### src/hw/rtl/imgds_pkg.sv
// ----------------------------------------------------------------------------
// imgds_pkg
// Shared types, constants and helpers of the two-thirds image downscaler.
// ----------------------------------------------------------------------------
package imgds_pkg;

    localparam int MAX_WIDTH_DEF  = 2048;
    localparam int PIXEL_BITS_DEF = 8;

    localparam int CFG_BITS     = 12;
    localparam int CFG_IDX_BITS = 1;
    localparam int DIM_MIN      = 3;
    localparam int WIDTH_RST    = 640;
    localparam int HEIGHT_RST   = 480;

    // Wide enough for any size, doubled size or output position.
    localparam int POS_BITS = 14;

    typedef enum logic [CFG_IDX_BITS-1:0] {
        REG_IMAGE_WIDTH  = 1'b0,
        REG_IMAGE_HEIGHT = 1'b1
    } t_cfg_reg;

    // Position of a column or row inside its 3x3 source block.
    typedef enum logic [1:0] {
        PH_0 = 2'd0,
        PH_1 = 2'd1,
        PH_2 = 2'd2
    } t_phase;

    // Control of the beat held between the line-store read and the result.
    typedef struct packed {
        logic   valid;
        logic   emit;
        t_phase row_phase;
        t_phase col_phase;
        logic   last_in_row;
        logic   last_of_frame;
    } t_s1;

    function automatic t_phase phase_next(input t_phase ph);
        t_phase nxt;
        unique case (ph)
            PH_0:    nxt = PH_1;
            PH_1:    nxt = PH_2;
            default: nxt = PH_0;
        endcase
        return nxt;
    endfunction

    // Quotient by three for values below 8192, by reciprocal multiplication.
    // The error term stays below one ninth of a step, so the floor is exact.
    function automatic logic [CFG_BITS-1:0] div3(input logic [CFG_BITS:0] n);
        logic [27:0] prod;
        prod = 28'(n) * 28'd10923;
        return prod[26:15];
    endfunction

endpackage

### src/hw/rtl/imgds_res_if.sv
// ----------------------------------------------------------------------------
// imgds_res_if
// Result channel: valid/ready handshake with one output pixel per beat.
// ----------------------------------------------------------------------------
interface imgds_res_if #(
    parameter int VALUE_BITS = imgds_pkg::PIXEL_BITS_DEF + 2
);
    logic                  valid;
    logic                  ready;
    logic [VALUE_BITS-1:0] value;
    logic                  last_in_row;
    logic                  last_of_frame;

    modport source (output valid, output value, output last_in_row,
                    output last_of_frame, input ready);
    modport sink   (input valid, input value, input last_in_row,
                    input last_of_frame, output ready);
endinterface

### src/hw/rtl/imgds_calc.sv
// ----------------------------------------------------------------------------
// imgds_calc
// Block arithmetic on the held beat and the line-store word, the running
// pair sum of a top-left block, and the output register.
// ----------------------------------------------------------------------------
module imgds_calc #(
    parameter int PIXEL_BITS = imgds_pkg::PIXEL_BITS_DEF
) (
    input  logic                  i_clk,
    input  logic                  i_rst_n,
    input  imgds_pkg::t_s1        i_s1,
    input  logic [PIXEL_BITS-1:0] i_px,
    input  logic [PIXEL_BITS-1:0] i_prev,
    input  logic [PIXEL_BITS-1:0] i_stored,
    output logic                  o_retire,
    imgds_res_if.source           o_res
);
    import imgds_pkg::*;

    localparam int VW = PIXEL_BITS + 2;

    logic                  r_valid;
    logic [VW-1:0]         r_value;
    logic                  r_lr;
    logic                  r_lf;
    logic [PIXEL_BITS:0]   r_pair;

    logic                  out_free;
    logic [VW-1:0]         val;
    logic [VW-1:0]         sum_st;
    logic [VW-1:0]         sum_prev;

    assign out_free = !r_valid || o_res.ready;
    // A beat that produces nothing retires without waiting on the output.
    assign o_retire = i_s1.valid && (!i_s1.emit || out_free);

    assign sum_st   = VW'(i_stored) + VW'(i_px);
    assign sum_prev = VW'(i_prev) + VW'(i_px);

    always_comb begin
        unique case ({i_s1.row_phase, i_s1.col_phase})
            {PH_1, PH_1}: val = VW'(r_pair) + sum_st;
            {PH_1, PH_2}: val = {sum_st[VW-2:0], 1'b0};
            {PH_2, PH_1}: val = {sum_prev[VW-2:0], 1'b0};
            {PH_2, PH_2}: val = {i_px, 2'b00};
            default:      val = '0;
        endcase
    end

    always_ff @(posedge i_clk) begin
        if (!i_rst_n) begin
            r_valid <= 1'b0;
        end else if (o_retire && i_s1.emit) begin
            r_valid <= 1'b1;
        end else if (o_res.ready) begin
            r_valid <= 1'b0;
        end
    end

    always_ff @(posedge i_clk) begin
        if (o_retire && i_s1.emit) begin
            r_value <= val;
            r_lr    <= i_s1.last_in_row;
            r_lf    <= i_s1.last_of_frame;
        end
        if (o_retire && (i_s1.row_phase == PH_1) && (i_s1.col_phase == PH_0)) begin
            r_pair <= (PIXEL_BITS+1)'(i_stored) + (PIXEL_BITS+1)'(i_px);
        end
    end

    assign o_res.valid         = r_valid;
    assign o_res.value         = r_value;
    assign o_res.last_in_row   = r_lr;
    assign o_res.last_of_frame = r_lf;

endmodule

### src/flat_wrapper.sv
// flat-port wrapper written by rule: the top's interface ports become plain ports
module imgds_calc_flat import imgds_pkg::*;
#(
    parameter int PIXEL_BITS = imgds_pkg::PIXEL_BITS_DEF
)
  (i_clk, i_rst_n, i_s1, i_px, i_prev, i_stored, o_retire, o_res_valid, o_res_value, o_res_last_in_row, o_res_last_of_frame, o_res_ready);
  imgds_res_if o_res_i ();
  input  logic i_clk;
  input  logic i_rst_n;
  input  imgds_pkg::t_s1 i_s1;
  input  logic [PIXEL_BITS-1:0] i_px;
  input  logic [PIXEL_BITS-1:0] i_prev;
  input  logic [PIXEL_BITS-1:0] i_stored;
  output logic o_retire;
  output wire logic [$bits(o_res_i.valid)-1:0] o_res_valid;
  output wire logic [$bits(o_res_i.value)-1:0] o_res_value;
  output wire logic [$bits(o_res_i.last_in_row)-1:0] o_res_last_in_row;
  output wire logic [$bits(o_res_i.last_of_frame)-1:0] o_res_last_of_frame;
  input wire logic [$bits(o_res_i.ready)-1:0] o_res_ready;
  assign o_res_valid = o_res_i.valid;
  assign o_res_value = o_res_i.value;
  assign o_res_last_in_row = o_res_i.last_in_row;
  assign o_res_last_of_frame = o_res_i.last_of_frame;
  assign o_res_i.ready = o_res_ready;
  imgds_calc #(.PIXEL_BITS(PIXEL_BITS)) u_core (.i_clk(i_clk), .i_rst_n(i_rst_n), .i_s1(i_s1), .i_px(i_px), .i_prev(i_prev), .i_stored(i_stored), .o_retire(o_retire), .o_res(o_res_i));
endmodule
### config.mk
export PLATFORM = sky130hd
export DESIGN_NAME = imgds_calc_flat
export DESIGN_NICKNAME = d
export VERILOG_FILES = /design/src/hw/rtl/imgds_pkg.sv /design/src/hw/rtl/imgds_res_if.sv /design/src/hw/rtl/imgds_calc.sv /design/src/flat_wrapper.sv
export SDC_FILE = /design/constraint.sdc
export NUM_CORES = 1
export LEC_CHECK = 0
export BUFFER_PORTS_ARGS = -buffer_cell sky130_fd_sc_hd__buf_2
export CAP_MARGIN = 20
export CORE_UTILIZATION = 45
export CTS_CLUSTER_DIAMETER = 60
export CTS_CLUSTER_SIZE = 12
export DETAILED_ROUTE_END_ITERATION = 8
export PLACE_DENSITY = 0.69
export SETUP_SLACK_MARGIN = 0.1
export SYNTH_ARGS = -nofsm -noshare
export SYNTH_HDL_FRONTEND = slang
export SYNTH_SLANG_ARGS = --single-unit
### constraint.sdc
create_clock -name i_clk -period 8.8 [get_ports i_clk]
set_input_delay 0.88 -clock i_clk [delete_from_list [all_inputs] [get_ports i_clk]]
set_output_delay 0.88 -clock i_clk [all_outputs]
set_load 0.05 [all_outputs]
== After elaboration in Yosys (flattened, before gate mapping) ==
Index checks and enable logic that the tools add are counted.

* Bits in registers: 22

* Add/sub/neg operators: 4
* Equal/unequal tests: 5
* Mux-type cells: 3
* Reduce and logical (&&, ||, !) cells: 10

{| class="wikitable"
|+ Operators with widths
! cell !! count
|-
| $pmux W10 S4 || 1
|-
| $add A8 B8 Y9 || 3
|-
| $add A9 B10 Y10 || 1
|-
| $eq A4 B3 Y1 const B || 2
|-
| $eq A4 B4 Y1 const B || 2
|-
| $logic_and A1 B1 Y1 || 4
|-
| $eq A2 B1 Y1 const B || 1
|-
| $logic_not A1 Y1 || 2
|-
| $logic_not A2 Y1 || 1
|-
| $logic_or A1 B1 Y1 || 2
|-
| $mux W1 || 2
|-
| $reduce_bool A2 Y1 || 1
|}

== Depth between registers and ports, before layout ==
Gate-level depths: netlist of the first run.

* Depth in word-level cells: 6
* Gate-level depth with buffers: 14
* Mapped depth without buffers: 14

== Worst setup path after synthesis of the first run ==
OpenSTA, ideal clock, no wires.

* Path type: in2reg
* From: input port i_px[0]
* To: register u_core.r_value[7] (netlist: u_core.o_res.value[7]) (data pin)
* Library setup time: 0.263 ns
* Arrival: 3.390 ns
* Data required time: 8.537 ns
* Setup slack: 5.147 ns
* Cell stages on the path: 13
* Path buffers: 0
* Cells stage by stage: ha_1 inv_1 fa_1 nor2b_1 o31a_2 or2_2 a21oi_1 xnor2_1 ha_1 a21oi_1 o21ai_0 xor2_1 a2111o_1

* Word-level cells in the longest chain between the ends: 3
* Elaborated cells on any way between the ends: 4

{| class="wikitable"
|+ Ends and longest elaborated chain
! item !! line !! source
|-
| from (decl) || flat_wrapper.sv:11 || <nowiki>input logic [PIXEL_BITS-1:0] i_px;</nowiki>
|-
| $add A8 B8 Y9 * || imgds_calc.sv:37 || <nowiki>assign sum_st = VW'(i_stored) + VW'(i_px);</nowiki>
|-
| net u_core.sum_st[6] || imgds_calc.sv:30 || <nowiki>logic [VW-1:0] sum_st;</nowiki>
|-
| $add A9 B10 Y10 || imgds_calc.sv:42 || <nowiki>{PH_1, PH_1}: val = VW'(r_pair) + sum_st;</nowiki>
|-
| $pmux W10 S4 * || imgds_calc.sv:41 || <nowiki>unique case ({i_s1.row_phase, i_s1.col_phase})</nowiki>
|-
| net u_core.val[7] || imgds_calc.sv:29 || <nowiki>logic [VW-1:0] val;</nowiki>
|-
| to (signal assigned) || imgds_calc.sv:62 || <nowiki>r_value <= val;</nowiki>
|-
| to (decl) || imgds_calc.sv:23 || <nowiki>logic [VW-1:0] r_value;</nowiki>
|}

Mark *: on every way through the listed nets, which the timed path passes. The rest lies on a longest branch.
A chain may end at the register's enable or synchronous reset.

== Worst setup path after layout of the first run ==
Same ends and word-level chain as after synthesis.

==> flow_metrics.tcl, run 1 <==
set metrics [dict create \
    num_rows 24 \
    relSlewSlack 0.634 \
    clk_pin_slew_ps 80 \
    clock_latency_ps 260 \
    fill_cells 399 \
    fin_nets 318 \
    avgSynthCellArea_um2 10.3 \
    drc 0 \
    min_path_type "register to register" \
    ys_warn_count 0 \
    ys_types 52 \
    seq_area_frac_synth 0.315 \
    drive_gt1_frac 0.254 \
    rsz0062_at_grt "false" \
    regArea_um2 651 \
    fp.dieH_um 69.7 \
    startpoint_type "primary input" \
    finalSetupViolations 0 \
    first_global_vias 1618 \
    cts_buffer_depth 2 \
    drt-total-wl_um 4370 \
    worstHoldStart "u_core.o_res.valid" \
    post_cts_buffers 0 \
    vias_per_cell 5.66 \
    p_int_mw 0.217 \
    maxCapViolCount 0 \
    grt_pass1_wl_um 7390 \
    grtUsageTotal 0.190 \
    cellPowerDensity_mw_per_mm2 136 \
    status "completed" \
    vdd_ir_drop_max_mv 0.0674 \
    dieArea_mm2 0.00486 \
    cts-htree-levels 1 \
    max_clock_freq_mhz 271 \
    ant_nets 0 \
    worstMarginPinSlew_ps 549 \
    fin_setup_tns_ps 0 \
    syn_inst 201 \
    hold_end "u_core.o_res.valid" \
    syn-num-nets 266 \
    holdPathStages 2 \
    cts.sinks 22 \
    synth-async-reset-ratio 0 \
    numPortBuffers 48 \
    start_util 0.471 \
    numCtsBuffers 3 \
    grt_start_max_net_pins 14 \
    cts_hold_buf 0 \
    hpwl_um 3590 \
    gp_congestion 0.787 \
    clock_power_share 0.220 \
    reg2reg_setup_slack_ps 6540 \
    swShare 0.341 \
    pin_count 49 \
    total_power_mw 0.329 \
    area_growth_pct 16.8 \
    critPathArrivalTime_ps 3700 \
    min_period_over_period 0.419 \
    final_cell_mix "48 x buf_2, 27 x ha_1, 21 x edfxtp_1" \
    grt_antenna_before_repair 0 \
    p_sw_mw 0.112 \
    crit_fanout 5 \
    first_pass_iters 4 \
    dpl_worst_slack_ps 4850 \
    ff2ff_path_depth 8 \
    mostFrequentLayoutCell "buf_2" \
    cts_tree "yes" \
    syn_area_mm2 0.00206 \
    r2r-start "u_core.r_pair[0]" \
    wire_per_inst_um 14.4 \
    cts_resized 0 \
    finClkSkew_ps 1.55 \
    crit_type "primary input to register" \
    antenna_cells 0 \
    power_frac_seq 0.372 \
    clock-root-buffer "clkbuf_8" \
    dr.first_iter.drc_count 101 \
    drv_slew 0 \
    route.vias.total 1721 \
    fin_hold_ws_ps 644 \
    layout_setup_ws_ps 5110 \
    p_leak_nw 1.07 \
    synth-seq-cells 22 \
    core_mm2 0.00438 \
    synth_edf_count 21 \
    hold_viol 0 \
    overflow 0 \
    fin_crit_ps 3690 \
    combPwrFrac 0.408 \
    synth-main-ff-cell "edfxtp_1" \
    cp.required_ps 8810 \
    cp-end-kind "register" \
    die_w_um 69.7 \
    reg2reg_to "u_core.o_res.value[8]" \
    multi_input_area_mm2 0.00135 \
]
[power groups by stage]
stage | logic, mW | clock network (mW) | registers (mW)
2_1_floorplan | 0.0884 | 0 | 0.137
3_3_place_gp | 0.130 | 0 | 0.125
3_5_place_dp | 0.132 | 0 | 0.125
4_1_cts | 0.133 | 0.0743 | 0.122
5_1_grt | 0.148 | 0.0778 | 0.123
6_report | 0.134 | 0.0723 | 0.122
[routing by layer]
layer	vias to the layer above	GRT usage	share of wire
li1	875	-	-
met1	780	0.262	0.47
met2	62	0.317	0.46
met3	4	0.0116	0.055
met4	0	0.0667	0.012
met5	-	0	0
[sequential cells by signal, summed over array words and instances (netlist names)]
signal,flops
u_core.o_res.last_in_row,1
u_core.o_res.last_of_frame,1
u_core.o_res.valid,1
u_core.o_res.value,10
u_core.r_pair,9
[layout make-up]
cell class                      count  area share
Sequential cell                    22       0.270
Inverter                            8      0.0125
Multi-Input combinational cell    168       0.562
Clock buffer                        4      0.0228
Tap cell                           52      0.0270
Timing Repair Buffer               50       0.106
[through the flow]
stage / utilization / instance area, µm² / instances
floorplan: - / 2060 / 201
global placement: 0.537 / 2350 / 300
detailed placement: 0.537 / 2350 / 300
CTS: 0.550 / 2410 / 304
global route: 0.550 / 2410 / 304
finish: 0.550 / 2410 / 304
[synthesized netlist by cell type (2+ instances only)]
library cell,instances,area share
a2111o_1,2,0.011
a211o_1,2,0.0085
a211oi_1,3,0.011
a211oi_2,2,0.012
a21boi_0,2,0.0073
a21o_1,6,0.022
a21oi_1,12,0.029
a221o_1,2,0.0097
a22o_1,2,0.0085
a22oi_1,3,0.011
a31oi_1,2,0.0061
and2_1,4,0.012
and3b_1,2,0.0085
edfxtp_1,21,0.31
fa_1,3,0.029
ha_1,27,0.16
inv_1,8,0.015
mux2i_1,5,0.024
nand2_1,12,0.022
nand3_1,2,0.0049
nand3b_1,3,0.011
nor2_1,10,0.018
nor2b_1,5,0.015
nor4bb_1,2,0.0097
o211ai_1,3,0.011
o21a_1,4,0.015
o21ai_0,14,0.034
o22ai_1,2,0.0061
or2_2,2,0.0061
or2b_2,2,0.0085
xnor2_1,7,0.030
xor2_1,5,0.021
[critical path: stages]
cell and delay [ps]:
buf_2 120, ha_1 230, inv_1 80, fa_1 190, nor2b_1 60, o31a_2 290, or2_2 310, a21oi_1 180
xnor2_1 170, ha_1 320, a21oi_1 190, o21ai_0 130, xor2_1 160, a2111o_1 410
[cells by family after synthesis]
group / Yosys count / synth area share
flops: 22 / 0.315
buf+inv: 11 / 0.0285
simple gates: 52 / 0.143
compound gates: 68 / 0.240
mux: 6 / 0.0297
xor+xnor: 12 / 0.0509
fa+ha+maj: 30 / 0.193
[worst max path at each step]
stage                 start                    end  slack (ps)  cells after the start
finish              i_px[0]  u_core.o_res.value[7]        5110                     14
global route        i_px[0]  u_core.o_res.value[7]        4920                     14
CTS                 i_px[0]  u_core.o_res.value[7]        5110                     14
detailed placement  i_px[0]  u_core.o_res.value[7]        4850                     14
global placement    i_px[0]  u_core.o_res.value[7]        4900                     14
floorplan           i_px[0]  u_core.o_res.value[7]        5150                     13
(Power assumes the default switching activity.)
==> inputs of run 2 (changes only) <==
--- a/config.mk
+++ b/config.mk
@@ -5,13 +5,14 @@
 export SDC_FILE = /design/constraint.sdc
 export NUM_CORES = 1
 export LEC_CHECK = 0
+export ABC_AREA = 1
 export BUFFER_PORTS_ARGS = -buffer_cell sky130_fd_sc_hd__buf_2
 export CAP_MARGIN = 20
 export CORE_UTILIZATION = 45
 export CTS_CLUSTER_DIAMETER = 60
 export CTS_CLUSTER_SIZE = 12
 export DETAILED_ROUTE_END_ITERATION = 8
-export PLACE_DENSITY = 0.69
+export PLACE_DENSITY = 0.71
 export SETUP_SLACK_MARGIN = 0.1
 export SYNTH_ARGS = -nofsm -noshare
 export SYNTH_HDL_FRONTEND = slang
==> constraint.sdc (replaced) <==
create_clock -name i_clk -period 3.25 [get_ports i_clk]
set_input_delay 0.325 -clock i_clk [delete_from_list [all_inputs] [get_ports i_clk]]
set_output_delay 0.325 -clock i_clk [all_outputs]
set_load 0.05 [all_outputs]
==> run 2 against run 1 <==
  * Clock skew increased by 0.86 ps
  * Cell count increased by 44%
  * Setup slack got worse by 4400 ps
  * Register-to-register slack got worse by 5200 ps
==> flow_metrics.tcl, run 2 <==
set metrics [dict create \
    status "completed" \
    drv_slew 0 \
    fp.dieH_um 72.5 \
    netlist_top_cells_count "96 x nand2_1, 57 x inv_1, 32 x nand3_1" \
    r2r-start "u_core.r_pair[0]" \
    route.vias.total 2114 \
    synth_largest_area_cell "edfxtp_1" \
    yosysMostFrequentCell "nand2_1" \
    die_w_um 72.5 \
    reg2reg_setup_slack_ps 1380 \
    finalSetupViolations 0 \
    vias_per_cell 4.83 \
    dpl_worst_slack_ps 424 \
    synth_edf_count 21 \
    ys_types 29 \
    drt-total-wl_um 5150 \
    regArea_um2 651 \
    largest_reg_flops 10 \
    drc 0 \
    cts-htree-levels 1 \
    grt_antenna_before_repair 0 \
    min_period_over_period 0.781 \
    worstMarginPinSlew_ps 877 \
    synth_top_family_by_area "simple AND/OR/NAND/NOR gates" \
    synthXorXnorAreaFrac 0.0117 \
    relSlewSlack 0.413 \
    dr.first_iter.drc_count 126 \
    crit_start "i_px[0]" \
    cts.sinks 22 \
    critPathArrivalTime_ps 2560 \
    grt_start_max_net_pins 14 \
    num_rows 25 \
    min_path_type "primary input to register" \
    dieArea_mm2 0.00526 \
    finClkSkew_ps 2.41 \
    cts_tree "yes" \
    synth-async-reset-ratio 0 \
    maxCapViolCount 0 \
    grt_pass1_wl_um 8580 \
    max_clock_freq_mhz 394 \
    syn-num-nets 384 \
    grtUsageTotal 0.209 \
    worstHoldStart "i_s1[0]" \
    multi_input_area_mm2 0.00134 \
    first_pass_iters 4 \
    muxShareOfSynthArea 0 \
    synth-seq-cells 22 \
    layout_setup_ws_ps 711 \
    synthAdderAreaFrac 0.178 \
    fin_setup_tns_ps 0 \
    crit_fanout 5 \
    fin_nets 437 \
    gp_congestion 0.836 \
    startpoint_type "primary input" \
    core_mm2 0.00475 \
    synth.area.top_cells "edfxtp_1 28%, nand2_1 16%, ha_1 15%, inv_1 9.6%, nand3_1 7.2%" \
    seq_area_frac_synth 0.291 \
    overflow 0 \
    ys_warn_count 0 \
    start_util 0.471 \
    post_cts_buffers 0 \
    drive_gt1_frac 0.194 \
    vdd_ir_drop_max_mv 0.164 \
    netlist.area_leader.share 0.282 \
    first_global_vias 1976 \
    place_area_mm2 0.00256 \
    cts_hold_buf 0 \
    worstPathCellList "buf_2 > ha_1 > inv_1 > fa_1 > inv_1 > nand2_1 > nand3_2 > nand2_1 > and2_1 > ha_1 > nand2_1 > inv_1 > a21oi_1 > nand3b_1 > nand3_1 > nand4_1" \
    wire_per_inst_um 11.8 \
    fin_crit_ps 2540 \
    cts_resized 0 \
    design_area_mm2 0.00263 \
    cpMaxStageDelayCell "fa_1" \
    synth_compound_area_frac 0.0671 \
    clock-root-buffer "clkbuf_8" \
    cellPowerDensity_mw_per_mm2 370 \
    syn_inst 319 \
    ant_nets 0 \
    cts_buffer_depth 2 \
    mostFrequentLayoutCell "nand2_1" \
    syn_area_mm2 0.00224 \
    fill_cells 491 \
    pin_count 49 \
    final_util 0.554 \
    cp.required_ps 3270 \
    hold_viol 0 \
    rsz0062_at_grt "false" \
    crit_type "primary input to register" \
    cp-end-kind "register" \
    fin_hold_ws_ps 226 \
    slowest_delay_ps 410 \
    hpwl_um 4250 \
    p_leak_nw 1.43 \
    clk_pin_slew_ps 80 \
    numCtsBuffers 3 \
    avgSynthCellArea_um2 7.01 \
    numPortBuffers 48 \
    yosys.area_share.simple 0.343 \
    final_cell_mix "96 x nand2_1, 57 x inv_1, 48 x buf_2" \
    antenna_cells 0 \
    area_growth_pct 17.7 \
    clock_latency_ps 270 \
    synth-main-ff-cell "edfxtp_1" \
]
-- run 2: power breakdown --
group / total [mW] / switching, mW / internal (mW) / leakage, nW
Clock: 0.261 / 0.0964 / 0.165 / 0.0357
Combinational: 0.383 / 0.246 / 0.137 / 1.19
Sequential: 0.331 / 0.00284 / 0.328 / 0.201
Total: 0.974 / 0.345 / 0.629 / 1.43
-- run 2: layout make-up --
| type | instances | share of cell area |
|---|---|---|
| multi-input cells | 232 | 0.510 |
| flip-flops and latches | 22 | 0.247 |
| inverters | 65 | 0.0927 |
| repair buffers | 48 | 0.0913 |
| well taps | 67 | 0.0318 |
| clock buffers | 3 | 0.0157 |
| clock inverters | 1 | 0.0114 |
-- run 2: worst max-delay path: cells and delay by family --
kind                       cells  cell delay (ps)
buffers and inverters          4              310
adders and majority gates      3              910
AOI/OAI and AO/OA              1              190
and+or+nand+nor                8              810
-- run 2: cell families after synthesis --
kind of cell	count (synthesis)
and+or+nand+nor	174
adders and majority gates	30
buffers and inverters	65
xor gates and xnor gates	3
AOI/OAI and AO/OA	25
DFF	22
-- run 2: worst paths after layout --
kind         cells after the start                          to
max                             16       u_core.o_res.value[7]
min                              1  u_core.o_res.last_of_frame
max reg2reg                     13       u_core.o_res.value[8]
min reg2reg                      4          u_core.o_res.valid
-- run 2: layer usage --
| layer | wire, µm | vias to the layer above | GRT usage | share of wire |
|---|---|---|---|---|
| met1 | 2350 | 950 | 0.272 | 0.46 |
| met5 | 0 | - | 0 | 0 |
| met2 | 2590 | 34 | 0.367 | 0.50 |
| li1 | - | 1123 | - | - |
| met3 | 127 | 7 | 0.0167 | 0.025 |
| met4 | 75 | 0 | 0.0675 | 0.015 |
-- run 2: per-stage QoR --
| step | std cells | total power, mW |
|---|---|---|
| 2_1_floorplan | 319 | 0.621 |
| 3_3_place_gp | 434 | 0.707 |
| 3_5_place_dp | 434 | 0.717 |
| 4_1_cts | 438 | 0.976 |
| 5_1_grt | 438 | 1.04 |
| 6_report | 438 | 0.974 |
