**src/hw/rtl/imgds_pkg.sv**
```systemverilog
// ----------------------------------------------------------------------------
// imgds_pkg
// Shared types, constants and helpers of the two-thirds image downscaler.
// ----------------------------------------------------------------------------
package imgds_pkg;

    localparam int MAX_WIDTH_DEF  = 2048;
    localparam int PIXEL_BITS_DEF = 8;

    localparam int CFG_BITS     = 12;
    localparam int CFG_IDX_BITS = 1;
    localparam int DIM_MIN      = 3;
    localparam int WIDTH_RST    = 640;
    localparam int HEIGHT_RST   = 480;

    // Wide enough for any size, doubled size or output position.
    localparam int POS_BITS = 14;

    typedef enum logic [CFG_IDX_BITS-1:0] {
        REG_IMAGE_WIDTH  = 1'b0,
        REG_IMAGE_HEIGHT = 1'b1
    } t_cfg_reg;

    // Position of a column or row inside its 3x3 source block.
    typedef enum logic [1:0] {
        PH_0 = 2'd0,
        PH_1 = 2'd1,
        PH_2 = 2'd2
    } t_phase;

    // Control of the beat held between the line-store read and the result.
    typedef struct packed {
        logic   valid;
        logic   emit;
        t_phase row_phase;
        t_phase col_phase;
        logic   last_in_row;
        logic   last_of_frame;
    } t_s1;

    function automatic t_phase phase_next(input t_phase ph);
        t_phase nxt;
        unique case (ph)
            PH_0:    nxt = PH_1;
            PH_1:    nxt = PH_2;
            default: nxt = PH_0;
        endcase
        return nxt;
    endfunction

    // Quotient by three for values below 8192, by reciprocal multiplication.
    // The error term stays below one ninth of a step, so the floor is exact.
    function automatic logic [CFG_BITS-1:0] div3(input logic [CFG_BITS:0] n);
        logic [27:0] prod;
        prod = 28'(n) * 28'd10923;
        return prod[26:15];
    endfunction

endpackage

```
**src/hw/rtl/imgds_ctrl.sv**
```systemverilog
// ----------------------------------------------------------------------------
// imgds_ctrl
// Configuration registers, raster position counters and line-store access.
// Each accepted pixel issues one line-store read (and a write in the first
// row of a block row) and moves into the held stage with its control.
// ----------------------------------------------------------------------------
module imgds_ctrl #(
    parameter int MAX_WIDTH  = imgds_pkg::MAX_WIDTH_DEF,
    parameter int PIXEL_BITS = imgds_pkg::PIXEL_BITS_DEF
) (
    input  logic                               i_clk,
    input  logic                               i_rst_n,
    input  logic                               i_cfg_we,
    input  logic [imgds_pkg::CFG_IDX_BITS-1:0] i_cfg_index,
    input  logic [imgds_pkg::CFG_BITS-1:0]     i_cfg_data,
    input  logic                               i_in_valid,
    input  logic [PIXEL_BITS-1:0]              i_in_pixel,
    output logic                               o_in_ready,
    input  logic                               i_retire,
    output imgds_pkg::t_s1                     o_s1,
    output logic [PIXEL_BITS-1:0]              o_px,
    output logic [PIXEL_BITS-1:0]              o_prev,
    output logic                               o_mem_we,
    output logic                               o_mem_re,
    output logic [$clog2(MAX_WIDTH)-1:0]       o_mem_addr
);
    import imgds_pkg::*;

    localparam int CW = $clog2(MAX_WIDTH);

    logic [CFG_BITS-1:0]   r_cfg_w;
    logic [CFG_BITS-1:0]   r_cfg_h;
    logic [CW-1:0]         r_col,  n_col;
    logic [CW-1:0]         r_bcol, n_bcol;
    logic [CFG_BITS-1:0]   r_row,  n_row;
    logic [CFG_BITS-1:0]   r_brow, n_brow;
    t_phase                r_cp,   n_cp;
    t_phase                r_rp,   n_rp;
    logic [PIXEL_BITS-1:0] r_last_px;
    t_s1                   r_s1,   n_s1;
    logic [PIXEL_BITS-1:0] r_px;
    logic [PIXEL_BITS-1:0] r_prev;

    logic [CFG_BITS-1:0] eff_w;
    logic [CFG_BITS-1:0] eff_h;
    logic [CFG_BITS-1:0] out_w;
    logic [CFG_BITS-1:0] out_h;
    logic [POS_BITS-1:0] ocol;
    logic [POS_BITS-1:0] orow;
    logic                accept;
    logic                row_end;
    logic                frame_end;
    logic                lr;

    // Sizes out of range are clamped, as the counters and flags expect.
    always_comb begin
        if (r_cfg_w < CFG_BITS'(DIM_MIN)) begin
            eff_w = CFG_BITS'(DIM_MIN);
        end else if (POS_BITS'(r_cfg_w) > POS_BITS'(MAX_WIDTH)) begin
            eff_w = CFG_BITS'(MAX_WIDTH);
        end else begin
            eff_w = r_cfg_w;
        end
        if (r_cfg_h < CFG_BITS'(DIM_MIN)) begin
            eff_h = CFG_BITS'(DIM_MIN);
        end else begin
            eff_h = r_cfg_h;
        end
    end

    assign out_w = div3({eff_w, 1'b0});
    assign out_h = div3({eff_h, 1'b0});

    assign o_in_ready = !r_s1.valid || i_retire;
    assign accept     = i_in_valid && o_in_ready;

    assign row_end   = (POS_BITS'(r_col) + POS_BITS'(1)) >= POS_BITS'(eff_w);
    assign frame_end = (POS_BITS'(r_row) + POS_BITS'(1)) >= POS_BITS'(eff_h);

    // Output position of this pixel, meaningful only when it emits.
    assign ocol = POS_BITS'({r_bcol, 1'b0}) + POS_BITS'(r_cp == PH_2);
    assign orow = POS_BITS'({r_brow, 1'b0}) + POS_BITS'(r_rp == PH_2);
    assign lr   = (ocol + POS_BITS'(1)) == POS_BITS'(out_w);

    always_comb begin
        n_col  = r_col;
        n_bcol = r_bcol;
        n_cp   = r_cp;
        n_row  = r_row;
        n_brow = r_brow;
        n_rp   = r_rp;
        if (accept) begin
            if (row_end) begin
                n_col  = '0;
                n_bcol = '0;
                n_cp   = PH_0;
                if (frame_end) begin
                    n_row  = '0;
                    n_brow = '0;
                    n_rp   = PH_0;
                end else begin
                    n_row = r_row + CFG_BITS'(1);
                    n_rp  = phase_next(r_rp);
                    if (r_rp == PH_2) begin
                        n_brow = r_brow + CFG_BITS'(1);
                    end
                end
            end else begin
                n_col = r_col + CW'(1);
                n_cp  = phase_next(r_cp);
                if (r_cp == PH_2) begin
                    n_bcol = r_bcol + CW'(1);
                end
            end
        end
    end

    always_comb begin
        n_s1 = r_s1;
        if (accept) begin
            n_s1.valid         = 1'b1;
            n_s1.emit          = (r_rp != PH_0) && (r_cp != PH_0);
            n_s1.row_phase     = r_rp;
            n_s1.col_phase     = r_cp;
            n_s1.last_in_row   = lr;
            n_s1.last_of_frame = lr && ((orow + POS_BITS'(1)) == POS_BITS'(out_h));
        end else if (i_retire) begin
            n_s1.valid = 1'b0;
        end
    end

    always_ff @(posedge i_clk) begin
        if (!i_rst_n) begin
            r_cfg_w <= CFG_BITS'(WIDTH_RST);
            r_cfg_h <= CFG_BITS'(HEIGHT_RST);
            r_col   <= '0;
            r_bcol  <= '0;
            r_cp    <= PH_0;
            r_row   <= '0;
            r_brow  <= '0;
            r_rp    <= PH_0;
            r_s1    <= '0;
        end else begin
            if (i_cfg_we) begin
                unique case (t_cfg_reg'(i_cfg_index))
                    REG_IMAGE_WIDTH:  r_cfg_w <= i_cfg_data;
                    REG_IMAGE_HEIGHT: r_cfg_h <= i_cfg_data;
                    default:          ;
                endcase
            end
            r_col  <= n_col;
            r_bcol <= n_bcol;
            r_cp   <= n_cp;
            r_row  <= n_row;
            r_brow <= n_brow;
            r_rp   <= n_rp;
            r_s1   <= n_s1;
        end
    end

    always_ff @(posedge i_clk) begin
        if (accept) begin
            r_px      <= i_in_pixel;
            r_prev    <= r_last_px;
            r_last_px <= i_in_pixel;
        end
    end

    assign o_s1       = r_s1;
    assign o_px       = r_px;
    assign o_prev     = r_prev;
    assign o_mem_we   = accept && (r_rp == PH_0);
    assign o_mem_re   = accept;
    assign o_mem_addr = r_col;

endmodule

```
**config.mk**
```make
export PLATFORM = sky130hd
export DESIGN_NAME = imgds_ctrl
export DESIGN_NICKNAME = d
export VERILOG_FILES = /design/src/hw/rtl/imgds_pkg.sv /design/src/hw/rtl/imgds_ctrl.sv
export SDC_FILE = /design/constraint.sdc
export NUM_CORES = 1
export LEC_CHECK = 0
export BUFFER_PORTS_ARGS = -buffer_cell sky130_fd_sc_hd__buf_2
export CORE_MARGIN = 2
export CORE_UTILIZATION = 57
export CTS_CLUSTER_SIZE = 40
export DETAILED_ROUTE_END_ITERATION = 10
export GPL_TIMING_DRIVEN = 0
export PLACE_DENSITY = 0.81
export REMOVE_ABC_BUFFERS = 1
export SYNTH_ARGS = -nofsm -noshare
export SYNTH_HDL_FRONTEND = slang
export SYNTH_SLANG_ARGS = --single-unit
export TNS_END_PERCENT = 20
```
**constraint.sdc**
```tcl
create_clock -name i_clk -period 5.4 [get_ports i_clk]
set_input_delay 0.54 -clock i_clk [delete_from_list [all_inputs] [get_ports i_clk]]
set_output_delay 0.54 -clock i_clk [all_outputs]
set_load 0.05 [all_outputs]
```
Yosys cells after proc, flatten, opt, wreduce, memory -nomap -nowiden. Cells that the tools add are included.

Add/sub/neg operators: 10. Multipliers: 2. $lt $le $gt $ge: 5. Eq/ne operators: 6. Muxes and demuxes: 15. Bitwise gates (word level): 1. Reductions and logical operators: 18.

Operators with widths (number): 12-bit two-way mux (6); 12-bit by 14-bit multiplier with 26-bit output, second input constant (2); 11-bit two-way mux (3); 14-bit by 12-bit == test with 1-bit output (2); 12-bit by 1-bit adder with 12-bit output, second input constant (2); 12-bit by 2-bit < comparator with 1-bit output, second input constant (2); 11-bit by 1-bit adder with 11-bit output, second input constant (2); 13-bit by 1-bit adder with 14-bit output (1); 13-bit by 1-bit adder with 14-bit output, second input constant (1); 14-bit by 1-bit adder with 14-bit output, second input constant (1); 12-bit by 1-bit adder with 13-bit output (1); 12-bit by 1-bit adder with 13-bit output, second input constant (1); 13-bit by 12-bit >= comparator with 1-bit output (1); 11-bit by 1-bit adder with 12-bit output, second input constant (1); 12-bit >= comparator (1); 12-bit > comparator, second input constant (1); 2-bit nonzero test (5); 2-bit one-hot mux with 2 select lines (2); 2-bit AND reduction (4); 2-bit by 1-bit == test with 1-bit output, second input constant (2); 2-bit == test, second input constant (2); 1-bit logical AND (4); 2-bit logical NOT (2); 2-bit two-way mux (2); other kinds (5) (6).

Bits in registers: 98. Input bits: 26. Output and inout bits: 38.

Logic depth before layout (Yosys ltp). Gate-level depths: netlist of run 1.

Word-level depth: 6. Mapped depth: 27. Gate-level depth less buffers: 27.

Least setup slack after synthesis of run 1. OpenSTA, ideal clock, no wires.

Path type: register to register. From: register r_cfg_h[10]. To: register r_s1 (netlist bit o_s1[0]). Arrival time: 5512 ps. Required time: 5331 ps. Slack: -181 ps. Stages on the path, launching flop included: 25. Period minus slack after synthesis: 5581 ps. Path through: dfxtp_1 > inv_1 > ha_1 > nor2b_1 > nand4_1 > or2_2 > nand2_1 > inv_1 > ha_1 > ha_1 > inv_1 > fa_1 > fa_1 > inv_1 > fa_1 > ha_1 > nand2_1 > o21a_1 > and2_1 > a22o_1 > o31ai_1 > o32ai_1 > nor4_1 > o2111ai_1 > o21ai_1.

Longest elaborated chain between the ends: 5.

RTL lines: from (decl) (line imgds_ctrl.sv:32) `logic [CFG_BITS-1:0] r_cfg_h;`; from (signal assigned) (line imgds_ctrl.sv:135) `r_cfg_h <= CFG_BITS'(HEIGHT_RST);`; from (signal assigned) (line imgds_ctrl.sv:147) `REG_IMAGE_HEIGHT: r_cfg_h <= i_cfg_data;`; 12-bit by 2-bit < comparator with 1-bit output (line imgds_ctrl.sv:64) `if (r_cfg_h < CFG_BITS'(DIM_MIN)) begin`; 12-bit two-way mux * (line imgds_ctrl.sv:64); 12-bit by 14-bit multiplier with 26-bit output * (line imgds_pkg.sv:55) `prod = 28'(n) * 28'd10923;`; 14-bit by 12-bit == test with 1-bit output * (line imgds_ctrl.sv:126) `n_s1.last_of_frame = lr && ((orow + POS_BITS'(1)) == POS_BITS'(out_h));`; 1-bit logical AND * (line imgds_ctrl.sv:126); to (signal assigned) (line imgds_ctrl.sv:157) `r_s1 <= n_s1;`; to (decl) (line imgds_ctrl.sv:40) `t_s1 r_s1, n_s1;`.

Mark *: on every way between the ends. The rest lies on a longest branch, timed or not. A chain may end at the register's enable or synchronous reset.

Worst setup path in the final report of run 1. Ends and elaborated chain as after synthesis.

==> results of run 1 <==
## sequential cells by signal (all words and copies together) (netlist names)
register and count:
o_s1 8, r_bcol 11, o_mem_addr 11, o_prev 8
r_brow 12, r_rp 2, r_row 12, r_cfg_h 12
r_cp 2, o_px 8, r_cfg_w 12
## what timing repair did
| action | 4_1_cts | 5_1_grt |
|---|---|---|
| hold endpoints to repair | 0 | 0 |
| resized for setup | 123 | 15 |
| cloned | 0 | 0 |
| setup buffers | 33 | 6 |
| pin swaps | 65 | 24 |
| endpoints found under the setup margin | 2 | 2 |
## worst paths after layout
path	from	to	slack, ns	depth (start not counted)
hold / removal	i_in_pixel[2]	o_px[2]	0.35	1
hold reg to reg	o_px[7]	o_prev[7]	0.45	0
setup reg to reg	r_cfg_h[10]	o_s1[0]	-0.53	28
setup / recovery	r_cfg_h[10]	o_s1[0]	-0.53	28
## cells in the final DEF (no fill, tap or decap), types with 13 or more instances in the layout
cell type,Yosys,final
sky130_fd_sc_hd__a21o_1,17,17
sky130_fd_sc_hd__a21oi_1,74,64
sky130_fd_sc_hd__and2_1,14,14
sky130_fd_sc_hd__and3_1,21,21
sky130_fd_sc_hd__buf_2,6,63
sky130_fd_sc_hd__buf_4,1,37
sky130_fd_sc_hd__dfxtp_1,82,76
sky130_fd_sc_hd__edfxtp_1,16,16
sky130_fd_sc_hd__fa_1,84,77
sky130_fd_sc_hd__ha_1,171,143
sky130_fd_sc_hd__ha_4,0,24
sky130_fd_sc_hd__inv_1,188,165
sky130_fd_sc_hd__inv_2,0,19
sky130_fd_sc_hd__nand2_1,131,124
sky130_fd_sc_hd__nand3_1,30,29
sky130_fd_sc_hd__nand4_1,13,13
sky130_fd_sc_hd__nor2_1,69,68
sky130_fd_sc_hd__nor3_1,32,30
sky130_fd_sc_hd__o21ai_0,46,41
sky130_fd_sc_hd__xnor2_1,56,56
sky130_fd_sc_hd__xor2_1,28,27
## cells in the mapped netlist, drive strengths merged (8+ instances only)
library cell / n
and2: 14
nand2: 131
nand4: 13
nor2b: 13
or3: 8
a21oi: 76
o211ai: 8
nor4: 8
buf: 9
nor3: 32
mux2i: 8
clkbuf: 29
dfxtp: 82
inv: 188
nand3b: 12
xnor2: 57
a21o: 17
and3: 21
o21ai: 51
a22oi: 8
edfxtp: 16
nand3: 30
nor2: 69
fa: 84
xor2: 28
ha: 171
## cell families (layout without fill, tap and decap cells)
family,Yosys count,in the layout
fa+ha+maj,255,255
mux,8,8
compound gates,219,219
buf+inv,229,309
xor+xnor,85,85
simple gates,379,379
flops,98,98
## per-layer routing
layer / vias up / global-route usage / wire [um]
met3: 127 / 0.04441 / 1434
li1: 4455 / - / -
met2: 374 / 0.5225 / 14900
met4: 0 / 0.1684 / 1614
met1: 4543 / 0.3497 / 11760
met5: - / 0 / 0
## power by group
| group | leakage (nW) | internal, mW | switching (mW) |
|---|---|---|---|
| sequential | 0.822 | 0.763 | 0.0271 |
| combinational | 4.95 | 1.27 | 1.65 |
| clock | 0.142 | 0.326 | 0.319 |
| total | 5.91 | 2.36 | 1.99 |
## through the flow
step                      area [um2]  total power [mW]  setup slack, ns  utilization
after detailed placement       11340             2.942           -1.314       0.6062
after global routing           12620             4.644          -0.6714       0.6749
after floorplan                10730             2.482          -0.2692            -
final                          12620             4.355          -0.5270       0.6749
after CTS                      12510             4.130          -0.1265       0.6686
after global placement         11340             2.881           -1.146       0.6062
## layout make-up
| cell class | count | area (um2) |
|---|---|---|
| clock buffers | 9 | 225.2 |
| clock inverters | 7 | 70.07 |
| fillers | 1353 | 6081 |
| inverters | 190 | 734.5 |
| multi-input cells | 946 | 8523 |
| flip-flops and latches | 98 | 2135 |
| well taps | 234 | 292.8 |
| repair buffers | 103 | 644.4 |
==> run summary, run 1 <==
* Worst-Margin Slew: 1.232 ns
* number of input and output port buffers inserted: 63
* maximum buffer depth of the clock tree: 2
* via count of the first global-routing pass: 9801
* Avg Vias per Cell: 5.986
* Synth Instances: 1273
* area share of fa/ha/maj cells after synthesis: 0.3508
* count of warnings emitted by yosys: 0
* Core Footprint: 18710 um2
* maximum number of pins on one net before global-route repair: 41
* Static Leak: 5.913 nW
* clock tree skew after final layout: 0.01048 ns
* biggest area consumer among synthesized cells: sky130_fd_sc_hd__ha_1
* HPWL Detailed: 20640 um
* # Max-Cap Violations: 0
* worst setup slack after layout: -0.5270 ns
* Routability Congestion: 0.9394
* post-synth top area share: 0.1964
* number of antenna diodes: 0
* count of routing violations after the opening detailed-route iteration: 656
* worst slew margin relative to its limit: 0.1759
* type of the setup path with the least slack: flip-flop to flip-flop
* dominant combinational cell family by area after synthesis: adder cells
* most frequent cell on the critical path: sky130_fd_sc_hd__buf_4
* power density over cell area: 345.0 nW/um2
* largest cells by area after synthesis: sky130_fd_sc_hd__ha_1 (20%), sky130_fd_sc_hd__fa_1 (15%), sky130_fd_sc_hd__dfxtp_1 (15%)
* number of non-filler instances in the completed layout: 1587
* stage delay of the slowest cell on the critical path: 0.60 ns
* fraction of final layout cells with drive strength greater than 1: 0.1796
* hold buffer count at cts: 0
* via total after detailed routing: 9499
* biggest fanout along the worst timing path: 4
* Worst path slowest cell: sky130_fd_sc_hd__fa_1
* wire length of the first global-routing pass: 47960 um
* fraction of synthesized cell area in xor and xnor cells: 0.06903
* share of flip-flops with an asynchronous set or reset after synthesis: 0
* worst endpoint data arrival time: 6.22 ns
* number of max-slew violations in the final report: 0
* insertion delay of the later-clocked pin in the worst-skew pair: 0.36 ns
* initial antenna violation count: 0
* portion of netlist area occupied by mux cells: 0.007351
* clock slew seen by the registers of the worst setup and hold paths: 0.08 ns
* maximum operating frequency: 168.7 MHz
* final setup violation count: 2
* final layout net count: 1629
* accumulated negative setup slack: -0.8224 ns
* effective utilization at floorplan: 0.5823
* flip-flop cell with the highest count after synthesis: sky130_fd_sc_hd__dfxtp_1
* Num Clock Sinks: 98
* category of the worst setup path capture point: flip-flop
* number of placed instances with taps included: 1531
* Final Cycle Share: 1.098
* min-delay worst type: input pin to flip-flop
* kind of cell with the highest combined delay on the critical path: adder cells
* area growth from synthesis to final layout: 15.90%
* Seq/Total Area, Yosys: 0.1948
* CP Launch Type: flip-flop
* final count of hold timing violations: 0
* violations in the final reports: setup timing
* sum of routed wire length over all layers: 29710 um
* total global routing track utilization: 0.2983
* area share of and/or/nand/nor cells after synthesis: 0.1709
* CTS tree: yes
* DIE HEIGHT: 142.2 um
* Std-Cell Rows: 50
* RSZ-0062 raised after global routing: true
* total number of H-tree levels: 3
* result of the run: finished with violations
* register bit total from synthesis: 98
* Die Area: 20230 um2
* antenna-violating nets left: 0
* routed wire length per instance: 18.72 um
* crit path time final: 5.927 ns
* CP bufs+invs: 9
* GRT Residual Overflow: 0
* area of the mapped netlist: 10890 um2
* Inserted Clock Buffers: 9
* compound-gate portion of the synthesized area: 0.1267
* remaining design rule violation count: 0
* post-synthesis cell type count: 70
* largest voltage drop on the vdd net: 0.0003002 V
* IO Count: 64
* number of optimization iterations in the first detailed-route pass: 5
* required time at the endpoint of the critical path: 5.69 ns
* mean post-synth cell area: 8.557 um2
* worst hold margin: 0.3459 ns
* Clock Tree Root: sky130_fd_sc_hd__clkbuf_16
* width of the chip: 142.2 um
* number of flops mapped to enable cells by yosys: 16
Note: power is estimated with default switching activity, not from simulation.
==> run 2, diff against run 1 <==
Settings changed: CELL_PAD_IN_SITES_DETAIL_PLACEMENT from default to 0, CELL_PAD_IN_SITES_GLOBAL_PLACEMENT from default to 1, CORE_MARGIN 2 to default, CORE_UTILIZATION 57 to 52, PLACE_DENSITY 0.81 to 0.91.
Clock period 5.4 ns to 7.1 ns, I/O delays scaled along.
==> run 2 against run 1 <==
Net effect: clock power fell by 22%; critical path type unchanged; via count fell by 8.3%; clock skew rose by 0.0013 ns; sequential share of layout area rose by 1.2 points; the flow now finishes without violations; utilization fell by 10 points; design area fell by 7.4%.
==> run summary, run 2 (synthesis results as in run 1) <==
* hold buffer count at cts: 0
* final layout net count: 1589
* combined area of the multi-input logic cells: 7895 um2
* total global routing track utilization: 0.2432
* number of input and output port buffers inserted: 63
* final setup violation count: 0
* category of the worst setup path capture point: flip-flop
* leading cell type in the layout, fill and taps excluded: sky130_fd_sc_hd__inv_1
* final count of hold timing violations: 0
* type of the setup path with the least slack: flip-flop to flip-flop
* area growth from synthesis to final layout: 7.317%
* worst setup slack after layout: 0.4363 ns
* worst endpoint data arrival time: 6.95 ns
* routed wire length per instance: 16.26 um
* wire length of the first global-routing pass: 41720 um
* Num Clock Sinks: 98
* IO Count: 64
* Inserted Clock Buffers: 9
* insertion delay of the later-clocked pin in the worst-skew pair: 0.36 ns
* via total after detailed routing: 8711
* worst slew margin relative to its limit: 0.1712
* filler cell count: 1891
* number of optimization iterations in the first detailed-route pass: 7
* biggest fanout along the worst timing path: 10
* Worst-Margin Slew: 1.236 ns
* count of cells resized by post-cts repair: 0
* Std-Cell Rows: 52
* worst-case setup slack after placement: 0.4096 ns
* crit path time final: 6.664 ns
* Avg Vias per Cell: 5.499
* DIE HEIGHT: 146.7 um
* maximum buffer depth of the clock tree: 2
* clock tree skew after final layout: 0.01177 ns
* remaining design rule violation count: 0
* RSZ-0062 raised after global routing: false
* min-delay worst type: flip-flop to flip-flop
* effective utilization at floorplan: 0.5349
* Cells on Worst Hold Path: 0
* CTS tree: yes
* largest voltage drop on the vdd net: 0.0002406 V
* Routability Congestion: 0.8855
* Clock Tree Root: sky130_fd_sc_hd__clkbuf_16
* hold path start: o_px[7]
* via count of the first global-routing pass: 8461
* commonest cells after routing, fill and taps aside: sky130_fd_sc_hd__inv_1 (187), sky130_fd_sc_hd__ha_1 (171), sky130_fd_sc_hd__nand2_1 (131)
* total number of H-tree levels: 3
* Crit Reg-Reg Endpoint: o_s1[1]
* initial antenna violation count: 1
* required time at the endpoint of the critical path: 7.39 ns
* number of max-slew violations in the final report: 0
* fraction of final layout cells with drive strength greater than 1: 0.07540
* count of routing violations after the opening detailed-route iteration: 430
* Post-CTS Setup Repair Bufs: 0
* Core Footprint: 20360 um2
* sequential standard cell area: 2122 um2
* Static Leak: 5.717 nW
* accumulated negative setup slack: 0 ns
* maximum number of pins on one net before global-route repair: 41
* end of the worst hold path: o_prev[7]
* Crit. Startpoint: r_cfg_w[11]
* width of the chip: 146.7 um
* Final Cycle Share: 0.9385
* antenna-violating nets left: 0
* # Max-Cap Violations: 0
* HPWL Detailed: 20880 um
* result of the run: finished, final reports clean
* CP Launch Type: flip-flop
* sum of routed wire length over all layers: 25750 um
* GRT Residual Overflow: 0
* Worst R2R Setup Slack: 0.44 ns
* power density over cell area: 235.7 nW/um2
* clock slew seen by the registers of the worst setup and hold paths: 0.08 ns
* Register-to-Register Path Depth: 20
* launch instance of the worst register-to-register path: r_cfg_w[11]
* Die Area: 21530 um2
* maximum operating frequency: 150.1 MHz
## run 2: report_power, final
part / switching (mW) / total (mW) / internal (mW)
Clock: 0.254 / 0.506 / 0.252
Combinational: 0.983 / 1.65 / 0.669
Sequential: 0.0173 / 0.598 / 0.581
## run 2: layout make-up
class / instances / area share
clock inverters: 7 / 0.006743
flip-flops and latches: 98 / 0.1815
multi-input cells: 946 / 0.6754
well taps: 270 / 0.02890
clock buffers: 9 / 0.01927
diodes: 1 / 0.0002141
repair buffers: 63 / 0.02697
inverters: 190 / 0.06101
## run 2: routing by layer
metal	global-route usage	wire length, um	share of wire	vias up
met5	0	0	0	-
met4	0.06302	403	0.016	0
met3	0.02516	768	0.030	27
met2	0.4270	12870	0.50	149
met1	0.3185	11710	0.45	4164
li1	-	-	-	4371
## run 2: worst max-delay path by stage
stage | endpoint | slack (ns) | cells past startpoint
2_1_floorplan | o_s1[1] | 1.43 | 20
3_3_place_gp | o_s1[1] | 0.53 | 20
3_5_place_dp | o_s1[1] | 0.41 | 20
4_1_cts | o_s1[1] | 0.42 | 20
5_1_grt | o_s1[0] | 0.12 | 25
6_report | o_s1[1] | 0.44 | 20
## run 2: through the flow
step                  util  hold WS [ns]  total power [mW]  cell area [um2]  std cells
floorplan                -        0.4396             1.888            10730       1234
global placement    0.5590        0.4232             2.207            11380       1567
detailed placement  0.5590        0.4286             2.250            11380       1567
CTS                 0.5739        0.4481             2.765            11690       1583
global route        0.5740        0.4664             2.995            11690       1584
finish              0.5740        0.4476             2.756            11690       1584
## run 2: worst max-delay path: stages, from the launching register on
cell                        delay (ns)
sky130_fd_sc_hd__dfxtp_1          0.59
sky130_fd_sc_hd__clkinv_1         0.37
sky130_fd_sc_hd__nand2_1          0.26
sky130_fd_sc_hd__inv_1            0.09
sky130_fd_sc_hd__ha_1             0.35
sky130_fd_sc_hd__fa_1             0.59
sky130_fd_sc_hd__inv_1            0.08
sky130_fd_sc_hd__fa_1             0.50
sky130_fd_sc_hd__fa_1             0.51
sky130_fd_sc_hd__fa_1             0.55
sky130_fd_sc_hd__inv_1            0.05
sky130_fd_sc_hd__ha_1             0.33
sky130_fd_sc_hd__a21oi_1          0.37
sky130_fd_sc_hd__o211ai_1         0.15
sky130_fd_sc_hd__a21boi_0         0.42
sky130_fd_sc_hd__nand2_1          0.18
sky130_fd_sc_hd__xnor2_1          0.17
sky130_fd_sc_hd__a2111oi_2        0.36
sky130_fd_sc_hd__o2111a_1         0.26
sky130_fd_sc_hd__nand4_1          0.20
sky130_fd_sc_hd__a21oi_1          0.19
